==> src/rtl/led_pixel_pulse_encoder_assert.svh <==
// Assertion macros of the pulse encoder RTL; only lpe_back uses them.
// No dependencies; the NO_ASSERTIONS macro removes every check.
`ifndef LED_PIXEL_PULSE_ENCODER_ASSERT_SVH
`define LED_PIXEL_PULSE_ENCODER_ASSERT_SVH

`ifndef NO_ASSERTIONS

// Property must hold at every edge outside reset.
`define LPE_ASSERT(lbl, clk_s, rstn_s, prop) \
    lbl: assert property (@(posedge clk_s) disable iff (!rstn_s) (prop)) \
        else $error("lpe assertion failed");

// Condition must never be true outside reset.
`define LPE_ASSERT_NEVER(lbl, clk_s, rstn_s, cond) \
    lbl: assert property (@(posedge clk_s) disable iff (!rstn_s) !(cond)) \
        else $error("lpe forbidden condition seen");

`else

`define LPE_ASSERT(lbl, clk_s, rstn_s, prop)
`define LPE_ASSERT_NEVER(lbl, clk_s, rstn_s, cond)

`endif

`endif

==> src/rtl/lpe_pkg.sv <==
// Shared types, constants and the tangent table of the pulse encoder.
// Used by every module in rtl/; no dependencies.
package lpe_pkg;

    localparam int unsigned MAX_LEDS_DEF = 24;
    localparam int unsigned POS_W        = 10;
    localparam int unsigned WORD_W       = 24;
    localparam int unsigned CNT_W        = 5;
    localparam int unsigned QUEUE_DEPTH  = 2;
    localparam int unsigned ADDR_W       = 4;
    localparam int unsigned DATA_W       = 32;
    localparam int unsigned SCALE_W      = 17;

    localparam logic [5:0]       BRIGHT_MAX     = 6'd45;
    localparam logic [CNT_W-1:0] LAST_DATA_SLOT = 5'd23;
    localparam logic [CNT_W-1:0] RESET_SLOT     = 5'd24;

    localparam logic [7:0] BRIGHTNESS_RST  = 8'd0;
    localparam logic [7:0] DUTY_ONE_RST    = 8'd60;
    localparam logic [7:0] DUTY_ZERO_RST   = 8'd30;
    localparam logic [7:0] RESET_SLOTS_RST = 8'd50;

    typedef enum logic [1:0] {
        REG_BRIGHTNESS  = 2'd0,
        REG_DUTY_ONE    = 2'd1,
        REG_DUTY_ZERO   = 2'd2,
        REG_RESET_SLOTS = 2'd3
    } reg_idx_t;

    typedef struct packed {
        logic [7:0] brightness;
        logic [7:0] duty_one;
        logic [7:0] duty_zero;
        logic [7:0] reset_slots;
    } cfg_t;

    // One classified LED: scaled GRB word and frame-end flag.
    typedef struct packed {
        logic [WORD_W-1:0] word;
        logic              frame_end;
    } item_t;

    typedef struct packed {
        logic full;
        logic not_empty;
    } q_status_t;

    // round(tan(k deg) * 2^16), k = 0..45
    function automatic logic [SCALE_W-1:0] tan_q16(input logic [5:0] k);
        logic [SCALE_W-1:0] v;
        case (k)
            6'd0:  v = 17'd0;
            6'd1:  v = 17'd1144;
            6'd2:  v = 17'd2289;
            6'd3:  v = 17'd3435;
            6'd4:  v = 17'd4583;
            6'd5:  v = 17'd5734;
            6'd6:  v = 17'd6888;
            6'd7:  v = 17'd8047;
            6'd8:  v = 17'd9210;
            6'd9:  v = 17'd10380;
            6'd10: v = 17'd11556;
            6'd11: v = 17'd12739;
            6'd12: v = 17'd13930;
            6'd13: v = 17'd15130;
            6'd14: v = 17'd16340;
            6'd15: v = 17'd17560;
            6'd16: v = 17'd18792;
            6'd17: v = 17'd20036;
            6'd18: v = 17'd21294;
            6'd19: v = 17'd22566;
            6'd20: v = 17'd23853;
            6'd21: v = 17'd25157;
            6'd22: v = 17'd26478;
            6'd23: v = 17'd27818;
            6'd24: v = 17'd29179;
            6'd25: v = 17'd30560;
            6'd26: v = 17'd31964;
            6'd27: v = 17'd33392;
            6'd28: v = 17'd34846;
            6'd29: v = 17'd36327;
            6'd30: v = 17'd37837;
            6'd31: v = 17'd39378;
            6'd32: v = 17'd40951;
            6'd33: v = 17'd42560;
            6'd34: v = 17'd44205;
            6'd35: v = 17'd45889;
            6'd36: v = 17'd47615;
            6'd37: v = 17'd49385;
            6'd38: v = 17'd51202;
            6'd39: v = 17'd53070;
            6'd40: v = 17'd54991;
            6'd41: v = 17'd56970;
            6'd42: v = 17'd59009;
            6'd43: v = 17'd61113;
            6'd44: v = 17'd63287;
            default: v = 17'd65536;
        endcase
        return v;
    endfunction

endpackage

==> src/rtl/lpe_regs.sv <==
// APB-style configuration register file of the pulse encoder.
// Depends on lpe_pkg.
module lpe_regs (
    input  logic                          clk,
    input  logic                          rst_n,
    input  logic                          psel,
    input  logic                          penable,
    input  logic                          pwrite,
    input  logic [lpe_pkg::ADDR_W-1:0]    paddr,
    input  logic [lpe_pkg::DATA_W-1:0]    pwdata,
    output logic [lpe_pkg::DATA_W-1:0]    prdata,
    output logic                          pready,
    output lpe_pkg::cfg_t                 cfg
);

    lpe_pkg::cfg_t      cfg_reg;
    lpe_pkg::reg_idx_t  idx;
    logic               wr_en;

    assign pready = 1'b1;
    assign idx    = lpe_pkg::reg_idx_t'(paddr[3:2]);
    assign wr_en  = psel & penable & pwrite;
    assign cfg    = cfg_reg;

    always_ff @(posedge clk or negedge rst_n)
    begin
        if (!rst_n)
        begin
            cfg_reg.brightness  <= lpe_pkg::BRIGHTNESS_RST;
            cfg_reg.duty_one    <= lpe_pkg::DUTY_ONE_RST;
            cfg_reg.duty_zero   <= lpe_pkg::DUTY_ZERO_RST;
            cfg_reg.reset_slots <= lpe_pkg::RESET_SLOTS_RST;
        end
        else if (wr_en)
        begin
            unique case (idx)
                lpe_pkg::REG_BRIGHTNESS:  cfg_reg.brightness  <= pwdata[7:0];
                lpe_pkg::REG_DUTY_ONE:    cfg_reg.duty_one    <= pwdata[7:0];
                lpe_pkg::REG_DUTY_ZERO:   cfg_reg.duty_zero   <= pwdata[7:0];
                lpe_pkg::REG_RESET_SLOTS: cfg_reg.reset_slots <= pwdata[7:0];
                default: ;
            endcase
        end
    end

    always_comb
    begin
        unique case (idx)
            lpe_pkg::REG_BRIGHTNESS:  prdata = {24'd0, cfg_reg.brightness};
            lpe_pkg::REG_DUTY_ONE:    prdata = {24'd0, cfg_reg.duty_one};
            lpe_pkg::REG_DUTY_ZERO:   prdata = {24'd0, cfg_reg.duty_zero};
            lpe_pkg::REG_RESET_SLOTS: prdata = {24'd0, cfg_reg.reset_slots};
            default:                  prdata = '0;
        endcase
    end

endmodule

==> src/rtl/lpe_front.sv <==
// Front end: accepts LED transactions, scales the channels, marks frame end.
// Depends on lpe_pkg.
module lpe_front #(
    parameter int unsigned MAX_LEDS = lpe_pkg::MAX_LEDS_DEF
) (
    input  logic                 clk,
    input  logic                 rst_n,
    input  logic                 in_valid,
    output logic                 in_stall,
    input  logic [7:0]           red,
    input  logic [7:0]           green,
    input  logic [7:0]           blue,
    input  logic                 last_led,
    input  logic [7:0]           brightness,
    input  lpe_pkg::q_status_t   q_stat,
    output logic                 push,
    output lpe_pkg::item_t       item
);

    localparam logic [lpe_pkg::POS_W-1:0] POS_LAST = lpe_pkg::POS_W'(MAX_LEDS - 1);

    logic [lpe_pkg::POS_W-1:0]   led_position_reg;
    logic [lpe_pkg::POS_W-1:0]   led_position_next;
    logic [5:0]                  bright_idx;
    logic [lpe_pkg::SCALE_W-1:0] scale;
    logic [7:0]                  r_s;
    logic [7:0]                  g_s;
    logic [7:0]                  b_s;

    // Q1.16 scale, truncate, saturate at 255.
    function automatic logic [7:0] scale_ch(input logic [7:0] c,
                                            input logic [lpe_pkg::SCALE_W-1:0] s);
        logic [lpe_pkg::SCALE_W+7:0] prod;
        prod = c * s;
        return prod[lpe_pkg::SCALE_W+7] ? 8'hFF : prod[23:16];
    endfunction

    assign bright_idx = (brightness > {2'b00, lpe_pkg::BRIGHT_MAX}) ?
                        lpe_pkg::BRIGHT_MAX : brightness[5:0];
    assign scale      = lpe_pkg::tan_q16(bright_idx);
    assign r_s        = scale_ch(red, scale);
    assign g_s        = scale_ch(green, scale);
    assign b_s        = scale_ch(blue, scale);

    assign in_stall       = q_stat.full;
    assign push           = in_valid & ~q_stat.full;
    assign item.word      = {g_s, r_s, b_s};
    assign item.frame_end = last_led | (led_position_reg >= POS_LAST);

    assign led_position_next = item.frame_end ? '0 : led_position_reg + 1'b1;

    always_ff @(posedge clk or negedge rst_n)
    begin
        if (!rst_n)
            led_position_reg <= '0;
        else if (push)
            led_position_reg <= led_position_next;
    end

endmodule

==> src/rtl/lpe_queue.sv <==
// Small FIFO of classified LEDs between front and back end.
// Depends on lpe_pkg.
module lpe_queue (
    input  logic                 clk,
    input  logic                 rst_n,
    input  logic                 push,
    input  lpe_pkg::item_t       push_item,
    input  logic                 pop,
    output lpe_pkg::item_t       head,
    output lpe_pkg::q_status_t   q_stat
);

    localparam int unsigned PTR_W = $clog2(lpe_pkg::QUEUE_DEPTH);
    localparam int unsigned CNT_W = $clog2(lpe_pkg::QUEUE_DEPTH + 1);
    localparam logic [CNT_W-1:0] FULL_CNT = CNT_W'(lpe_pkg::QUEUE_DEPTH);

    lpe_pkg::item_t     mem [lpe_pkg::QUEUE_DEPTH];
    logic [PTR_W-1:0]   wr_ptr_reg;
    logic [PTR_W-1:0]   rd_ptr_reg;
    logic [CNT_W-1:0]   count_reg;
    logic [CNT_W-1:0]   count_next;

    assign head             = mem[rd_ptr_reg];
    assign q_stat.full      = (count_reg == FULL_CNT);
    assign q_stat.not_empty = (count_reg != '0);

    always_comb
    begin
        count_next = count_reg;
        if (push && !pop)
            count_next = count_reg + 1'b1;
        else if (pop && !push)
            count_next = count_reg - 1'b1;
    end

    always_ff @(posedge clk)
    begin
        if (push)
            mem[wr_ptr_reg] <= push_item;
    end

    always_ff @(posedge clk or negedge rst_n)
    begin
        if (!rst_n)
        begin
            wr_ptr_reg <= '0;
            rd_ptr_reg <= '0;
            count_reg  <= '0;
        end
        else
        begin
            if (push)
                wr_ptr_reg <= wr_ptr_reg + 1'b1;
            if (pop)
                rd_ptr_reg <= rd_ptr_reg + 1'b1;
            count_reg <= count_next;
        end
    end

endmodule

==> src/rtl/lpe_back.sv <==
// Back end: serializes the queue head into pulse slots and the frame reset.
// Depends on lpe_pkg and led_pixel_pulse_encoder_assert.svh.
`include "led_pixel_pulse_encoder_assert.svh"

module lpe_back (
    input  logic                          clk,
    input  logic                          rst_n,
    input  lpe_pkg::item_t                head,
    input  lpe_pkg::q_status_t            q_stat,
    output logic                          pop,
    input  lpe_pkg::cfg_t                 cfg,
    output logic                          out_valid,
    input  logic                          out_stall,
    output logic [7:0]                    pulse_width,
    output logic [7:0]                    slot_count,
    output logic                          is_reset,
    output logic                          last
);

    logic [lpe_pkg::CNT_W-1:0] slot_reg;
    logic [lpe_pkg::CNT_W-1:0] slot_next;
    logic [lpe_pkg::CNT_W-1:0] bit_idx;
    logic                      advance;
    logic                      in_data;
    logic                      final_slot;
    logic                      data_bit;
    logic                      out_valid_reg;
    logic [7:0]                pulse_width_reg;
    logic [7:0]                slot_count_reg;
    logic                      is_reset_reg;
    logic                      last_reg;

    assign advance    = ~out_valid_reg | ~out_stall;
    assign in_data    = (slot_reg <= lpe_pkg::LAST_DATA_SLOT);
    assign final_slot = (slot_reg == lpe_pkg::RESET_SLOT) ||
                        ((slot_reg == lpe_pkg::LAST_DATA_SLOT) && !head.frame_end);
    // MSB first; clipped so the reset slot never indexes past the word
    assign bit_idx    = in_data ? (lpe_pkg::LAST_DATA_SLOT - slot_reg) : '0;
    assign data_bit   = head.word[bit_idx];
    assign pop        = advance & q_stat.not_empty & final_slot;
    assign slot_next  = final_slot ? '0 : slot_reg + 1'b1;

    always_ff @(posedge clk or negedge rst_n)
    begin
        if (!rst_n)
        begin
            out_valid_reg <= 1'b0;
            slot_reg      <= '0;
        end
        else if (advance)
        begin
            out_valid_reg <= q_stat.not_empty;
            if (q_stat.not_empty)
                slot_reg <= slot_next;
        end
    end

    always_ff @(posedge clk)
    begin
        if (advance && q_stat.not_empty)
        begin
            last_reg <= final_slot;
            if (in_data)
            begin
                pulse_width_reg <= data_bit ? cfg.duty_one : cfg.duty_zero;
                slot_count_reg  <= 8'd1;
                is_reset_reg    <= 1'b0;
            end
            else
            begin
                pulse_width_reg <= 8'd0;
                slot_count_reg  <= (cfg.reset_slots == 8'd0) ? 8'd1 : cfg.reset_slots;
                is_reset_reg    <= 1'b1;
            end
        end
    end

    assign out_valid   = out_valid_reg;
    assign pulse_width = pulse_width_reg;
    assign slot_count  = slot_count_reg;
    assign is_reset    = is_reset_reg;
    assign last        = last_reg;

    `LPE_ASSERT(a_slot_range, clk, rst_n, slot_reg <= lpe_pkg::RESET_SLOT)
    `LPE_ASSERT(a_midpixel_has_head, clk, rst_n, (slot_reg != '0) |-> q_stat.not_empty)
    `LPE_ASSERT(a_reset_slot_needs_end, clk, rst_n,
                (slot_reg == lpe_pkg::RESET_SLOT) |-> head.frame_end)
    `LPE_ASSERT_NEVER(a_reset_not_last, clk, rst_n,
                      out_valid_reg && is_reset_reg && (!last_reg || slot_count_reg == 8'd0))

endmodule

==> src/rtl/led_pixel_pulse_encoder.sv <==
// Top level of the addressable-LED pulse encoder.
// Depends on lpe_pkg, lpe_regs, lpe_front, lpe_queue and lpe_back.
//
//   channel   handshake              payload
//   -------   --------------------   --------------------------------------
//   in        in_valid / in_stall    red, green, blue, last_led
//   out       out_valid / out_stall  pulse_width, slot_count, is_reset, last
//   cfg       psel/penable/pready    paddr, pwrite, pwdata, prdata
//
// One LED transaction yields 24 result transactions (25 at frame end), one
// per cycle from the back end's slot counter while out_stall is low.
// The front end scales and classifies in the cycle of acceptance and pushes
// into a two-entry queue; in_stall is high only while that queue is full.
// out_stall freezes the output register and the slot counter; the front keeps
// accepting until the queue fills. Reset clears the queue, the slot counter,
// the LED position and loads the register defaults; no clearing pass.
module led_pixel_pulse_encoder #(
    parameter int unsigned MAX_LEDS = lpe_pkg::MAX_LEDS_DEF
) (
    input  logic                          clk,
    input  logic                          rst_n,
    // LED input channel
    input  logic                          in_valid,
    output logic                          in_stall,
    input  logic [7:0]                    red,
    input  logic [7:0]                    green,
    input  logic [7:0]                    blue,
    input  logic                          last_led,
    // slot output channel
    output logic                          out_valid,
    input  logic                          out_stall,
    output logic [7:0]                    pulse_width,
    output logic [7:0]                    slot_count,
    output logic                          is_reset,
    output logic                          last,
    // configuration port
    input  logic                          psel,
    input  logic                          penable,
    input  logic                          pwrite,
    input  logic [lpe_pkg::ADDR_W-1:0]    paddr,
    input  logic [lpe_pkg::DATA_W-1:0]    pwdata,
    output logic [lpe_pkg::DATA_W-1:0]    prdata,
    output logic                          pready
);

    lpe_pkg::cfg_t       cfg;
    lpe_pkg::item_t      push_item;
    lpe_pkg::item_t      head;
    lpe_pkg::q_status_t  q_stat;
    logic                push;
    logic                pop;

    lpe_regs u_regs (
        .clk     (clk),
        .rst_n   (rst_n),
        .psel    (psel),
        .penable (penable),
        .pwrite  (pwrite),
        .paddr   (paddr),
        .pwdata  (pwdata),
        .prdata  (prdata),
        .pready  (pready),
        .cfg     (cfg)
    );

    // classify: scale by brightness, flag frame end
    lpe_front #(
        .MAX_LEDS (MAX_LEDS)
    ) u_front (
        .clk        (clk),
        .rst_n      (rst_n),
        .in_valid   (in_valid),
        .in_stall   (in_stall),
        .red        (red),
        .green      (green),
        .blue       (blue),
        .last_led   (last_led),
        .brightness (cfg.brightness),
        .q_stat     (q_stat),
        .push       (push),
        .item       (push_item)
    );

    // decouples pixel intake from slot emission
    lpe_queue u_queue (
        .clk       (clk),
        .rst_n     (rst_n),
        .push      (push),
        .push_item (push_item),
        .pop       (pop),
        .head      (head),
        .q_stat    (q_stat)
    );

    // serialize GRB bits, then the reset run at frame end
    lpe_back u_back (
        .clk         (clk),
        .rst_n       (rst_n),
        .head        (head),
        .q_stat      (q_stat),
        .pop         (pop),
        .cfg         (cfg),
        .out_valid   (out_valid),
        .out_stall   (out_stall),
        .pulse_width (pulse_width),
        .slot_count  (slot_count),
        .is_reset    (is_reset),
        .last        (last)
    );

endmodule
==> config.mk <==
export PLATFORM = sky130hd
export DESIGN_NAME = led_pixel_pulse_encoder
export DESIGN_NICKNAME = d
export VERILOG_FILES = /design/src/rtl/lpe_pkg.sv /design/src/rtl/lpe_regs.sv /design/src/rtl/lpe_front.sv /design/src/rtl/lpe_queue.sv /design/src/rtl/lpe_back.sv /design/src/rtl/led_pixel_pulse_encoder.sv
export VERILOG_INCLUDE_DIRS = /design/src /design/src/rtl
export SDC_FILE = /design/constraint.sdc
export NUM_CORES = 1
export LEC_CHECK = 0
export BUFFER_PORTS_ARGS = -buffer_cell sky130_fd_sc_hd__buf_2
export CORE_UTILIZATION = 36
export CTS_BUF_LIST = sky130_fd_sc_hd__clkbuf_8
export DETAILED_ROUTE_END_ITERATION = 10
export PLACE_DENSITY = 0.6
export SYNTH_ARGS = -nofsm -noshare
export SYNTH_HDL_FRONTEND = slang
export SYNTH_SLANG_ARGS = --single-unit
==> constraint.sdc <==
create_clock -name clk -period 8.4 [get_ports clk]
set_clock_uncertainty 0.1 [all_clocks]
set_input_delay 0.84 -clock clk [delete_from_list [all_inputs] [get_ports clk]]
set_output_delay 0.84 -clock clk [all_outputs]
set_load 0.05 [all_outputs]
==> reports/summary.json <==
{
  "die_height_um": 231,
  "placeableCoreArea_um2": 51500,
  "cts_tree": "built",
  "rsz0062_at_grt": "false",
  "post-synth-top-area-cell": "sky130_fd_sc_hd__fa_1",
  "drive_gt1_share_pct": 12.1,
  "total_die_area_um2": 53200,
  "final-setup-viol-count": 0,
  "timing.max_slew.rel_slack_pct": 38.0,
  "max_slew.worst_pin.slew_ps": 931,
  "portBuffers": 69,
  "crit_arrival_ps": 7810,
  "via_count_of_the_first_global_routing_pass": 15100,
  "synth_ff_type": "sky130_fd_sc_hd__edfxtp_1",
  "ctsHtreeMaxLevel": 4,
  "clock-sinks": 120,
  "io_pins": 121,
  "report.final.slew_viol_count": 0,
  "postCtsHoldBufs": 0,
  "synth_top_area_share_pct": 28.4,
  "yosys_warnings": 0,
  "synth_enable_flop_cells": 68,
  "syn_avg_cell_area_um2": 9.44,
  "max_clock_freq_mhz": 128,
  "maxCapViolCount": 0,
  "dr_total_vias": 14100,
  "clockRootBuffer": "sky130_fd_sc_hd__clkbuf_8",
  "drt-wirelength-per-cell_um": 17.1,
  "post-route-min-period_ps": 7790,
  "hold_violations": 0,
  "yosysMostFrequentCell": "sky130_fd_sc_hd__inv_1",
  "grt_pass1_wl_um": 78100,
  "asyncSetResetFlopFracSynth_pct": 43.3,
  "worst_setup_hold_path_clk_slew_ps": 90,
  "critical_path_class": "flip-flop to flip-flop",
  "area_growth_syn_to_layout_pct": 9.09,
  "number_of_buffers_created_by_cts": 17,
  "largest_register_ff_count": 50,
  "globalRoute.totalOverflow": 0,
  "worst-r2r-cell-count": 26,
  "synth.distinct_cells": 75,
  "post-route-drc-count": 0,
  "number_of_antenna_diodes": 0,
  "filler_cell_count": 5183,
  "number_of_placement_rows": 83,
  "min-delay-path-class": "flip-flop to flip-flop",
  "register_bit_total_from_synthesis": 120,
  "finalNetCount": 2512,
  "dr.pass1.iters": 5,
  "netlist_area_pre_place_um2": 18800,
  "worst_skew_pair.late_latency_ps": 430,
  "critical_path.endpoint_type": "flip-flop",
  "floorplan.die.width_um": 231,
  "setup_total_negative_slack_ps": 0,
  "clock_tree.buffer_depth": 2,
  "grt_antenna_before_repair": 0,
  "finalCritPeriodShare_pct": 92.7,
  "synth.yosys.seq_area_share_pct": 17.8,
  "place.gp.congestion": 0.896,
  "drt_wl_total_um": 46700,
  "synth_cells": 1994,
  "vias_per_cell": 5.18,
  "drt_first_iter_violations": 786,
  "post_synth_most_frequent_cells": "sky130_fd_sc_hd__inv_1, sky130_fd_sc_hd__fa_1, sky130_fd_sc_hd__and2_1",
  "detailed_place_hpwl_um": 34200,
  "final_antenna_net_count": 0,
  "crit_fanout": 8,
  "tot_gr_track_use_pct": 18.2,
  "largest_cells_by_area_after_synthesis": "sky130_fd_sc_hd__fa_1, sky130_fd_sc_hd__edfxtp_1, sky130_fd_sc_hd__ha_1",
  "cp-start-kind": "flip-flop",
  "initial_core_utilization_pct": 36.5,
  "worst-endpoint-required_ps": 8430,
  "holdPathStages": 2,
  "grt_start_max_net_pins": 53,
  "outcome": "finished, final reports clean"
}
layer usage:
metal / up-vias / track usage, % / part of all wire (%)
met4: 0 / 4.97 / 2.2
met5: - / 0 / 0
met1: 7232 / 23.8 / 44
li1: 6469 / - / -
met3: 73 / 1.68 / 3.8
met2: 363 / 32.2 / 50
cell type report:
type                            count  area [um^2]  share of cell area (%)
Multi-Input combinational cell   1450        13800                    67.4
Sequential cell                   120         3360                    16.4
Inverter                          323         1210                    5.91
Tap cell                          680          851                    4.14
Timing Repair Buffer              125          841                    4.10
Clock buffer                       17          234                    1.14
Clock inverter                     15          189                   0.920
what timing repair did:
| item | in CTS | in global routing |
|---|---|---|
| endpoints found under the setup margin | 0 | 16 |
| setup buffers | 0 | 2 |
| gates resized for setup | 0 | 1 |
cells in the final DEF, fill, tap and decap left out, types with 5 or more instances in the layout:
cell and n:
sky130_fd_sc_hd__a21o_1 15, sky130_fd_sc_hd__a21oi_1 70, sky130_fd_sc_hd__conb_1 25, sky130_fd_sc_hd__mux2i_1 7, sky130_fd_sc_hd__a31oi_1 12, sky130_fd_sc_hd__nor4_1 5
sky130_fd_sc_hd__ha_1 140, sky130_fd_sc_hd__nand2b_1 32, sky130_fd_sc_hd__o21ai_0 46, sky130_fd_sc_hd__inv_6 6, sky130_fd_sc_hd__inv_1 324, sky130_fd_sc_hd__o21bai_1 5
sky130_fd_sc_hd__clkbuf_8 17, sky130_fd_sc_hd__nor3_1 20, sky130_fd_sc_hd__xnor2_1 16, sky130_fd_sc_hd__and2_1 195, sky130_fd_sc_hd__edfxtp_1 68, sky130_fd_sc_hd__and3_1 30
sky130_fd_sc_hd__o22ai_1 12, sky130_fd_sc_hd__buf_4 50, sky130_fd_sc_hd__o21ai_1 5, sky130_fd_sc_hd__buf_2 69, sky130_fd_sc_hd__nor2b_1 142, sky130_fd_sc_hd__mux2_2 31
sky130_fd_sc_hd__nor2_1 64, sky130_fd_sc_hd__mux4_2 20, sky130_fd_sc_hd__nand3_1 32, sky130_fd_sc_hd__nand2_1 123, sky130_fd_sc_hd__a211oi_1 15, sky130_fd_sc_hd__dfstp_2 11
sky130_fd_sc_hd__buf_12 6, sky130_fd_sc_hd__fa_1 267, sky130_fd_sc_hd__o211ai_1 7, sky130_fd_sc_hd__dfrtp_1 41, sky130_fd_sc_hd__nand4_1 9, sky130_fd_sc_hd__xor2_1 14
sky130_fd_sc_hd__a211o_1 5
stage by stage:
step           std cells  util (%)  area (um^2)  setup slack, ps  hold slack, ps
2_1_floorplan       2017         -        18900             1120             364
3_3_place_gp        2696      39.0        20100              453             379
3_5_place_dp        2696      39.0        20100              326             386
4_1_cts             2728      39.8        20500              279             404
5_1_grt             2730      39.9        20500             80.4             444
6_report            2730      39.9        20500              613             394
worst paths after layout:
kind,start,to,slack (ps)
max in group asynchronous,rst_n,u_regs.cfg[26]$_DFFE_PN0P_,7300
hold / removal,u_back.out_valid$_DFFE_PN0P_,u_back.out_valid$_DFFE_PN0P_,390
min in group asynchronous,rst_n,u_regs.cfg[15]$_DFFE_PN0P_,430
setup reg to reg,u_regs.cfg[29]$_DFFE_PN0P_,u_queue.mem[0][8]$_DFFE_PP_,610
setup / recovery,u_regs.cfg[29]$_DFFE_PN0P_,u_queue.mem[0][8]$_DFFE_PP_,610
hold reg to reg,u_back.out_valid$_DFFE_PN0P_,u_back.out_valid$_DFFE_PN0P_,390
kinds of logic (layout without fill, tap and decap cells):
kind of cell             after synthesis  count (layout)  synth area share, %
buffers and inverters                447             480                 9.49
flip-flops                           120             120                 17.8
AND/OR/NAND/NOR                      673             673                 19.6
AO/OA/AOI/OAI                        256             256                 9.20
multiplexers                          58              58                 4.62
adder cells (fa/ha/maj)              407             407                 37.7
XOR/XNOR                              31              31                 1.48
other                                  2              25               0.0399
worst max-delay path: stages, from the launching register on:
cell and delay, ps:
sky130_fd_sc_hd__dfrtp_1 390, sky130_fd_sc_hd__a211o_1 310, sky130_fd_sc_hd__a31oi_2 300, sky130_fd_sc_hd__and2_1 190, sky130_fd_sc_hd__buf_4 140, sky130_fd_sc_hd__ha_1 370, sky130_fd_sc_hd__and2_1 200, sky130_fd_sc_hd__o311ai_0 190
sky130_fd_sc_hd__o211ai_2 150, sky130_fd_sc_hd__and2_0 730, sky130_fd_sc_hd__nand2_1 160, sky130_fd_sc_hd__fa_1 410, sky130_fd_sc_hd__inv_1 90, sky130_fd_sc_hd__fa_1 440, sky130_fd_sc_hd__fa_1 500, sky130_fd_sc_hd__inv_1 50
sky130_fd_sc_hd__fa_1 470, sky130_fd_sc_hd__inv_1 40, sky130_fd_sc_hd__ha_1 250, sky130_fd_sc_hd__or2_2 300, sky130_fd_sc_hd__a21oi_1 360, sky130_fd_sc_hd__o21bai_1 140, sky130_fd_sc_hd__o22ai_1 170, sky130_fd_sc_hd__a211o_1 190
sky130_fd_sc_hd__a311oi_2 110, sky130_fd_sc_hd__xnor2_1 520, sky130_fd_sc_hd__o21ai_1 190
Power is not shown: default switching activity piles up to over one toggle a cycle in this logic, so the estimate is an artifact.
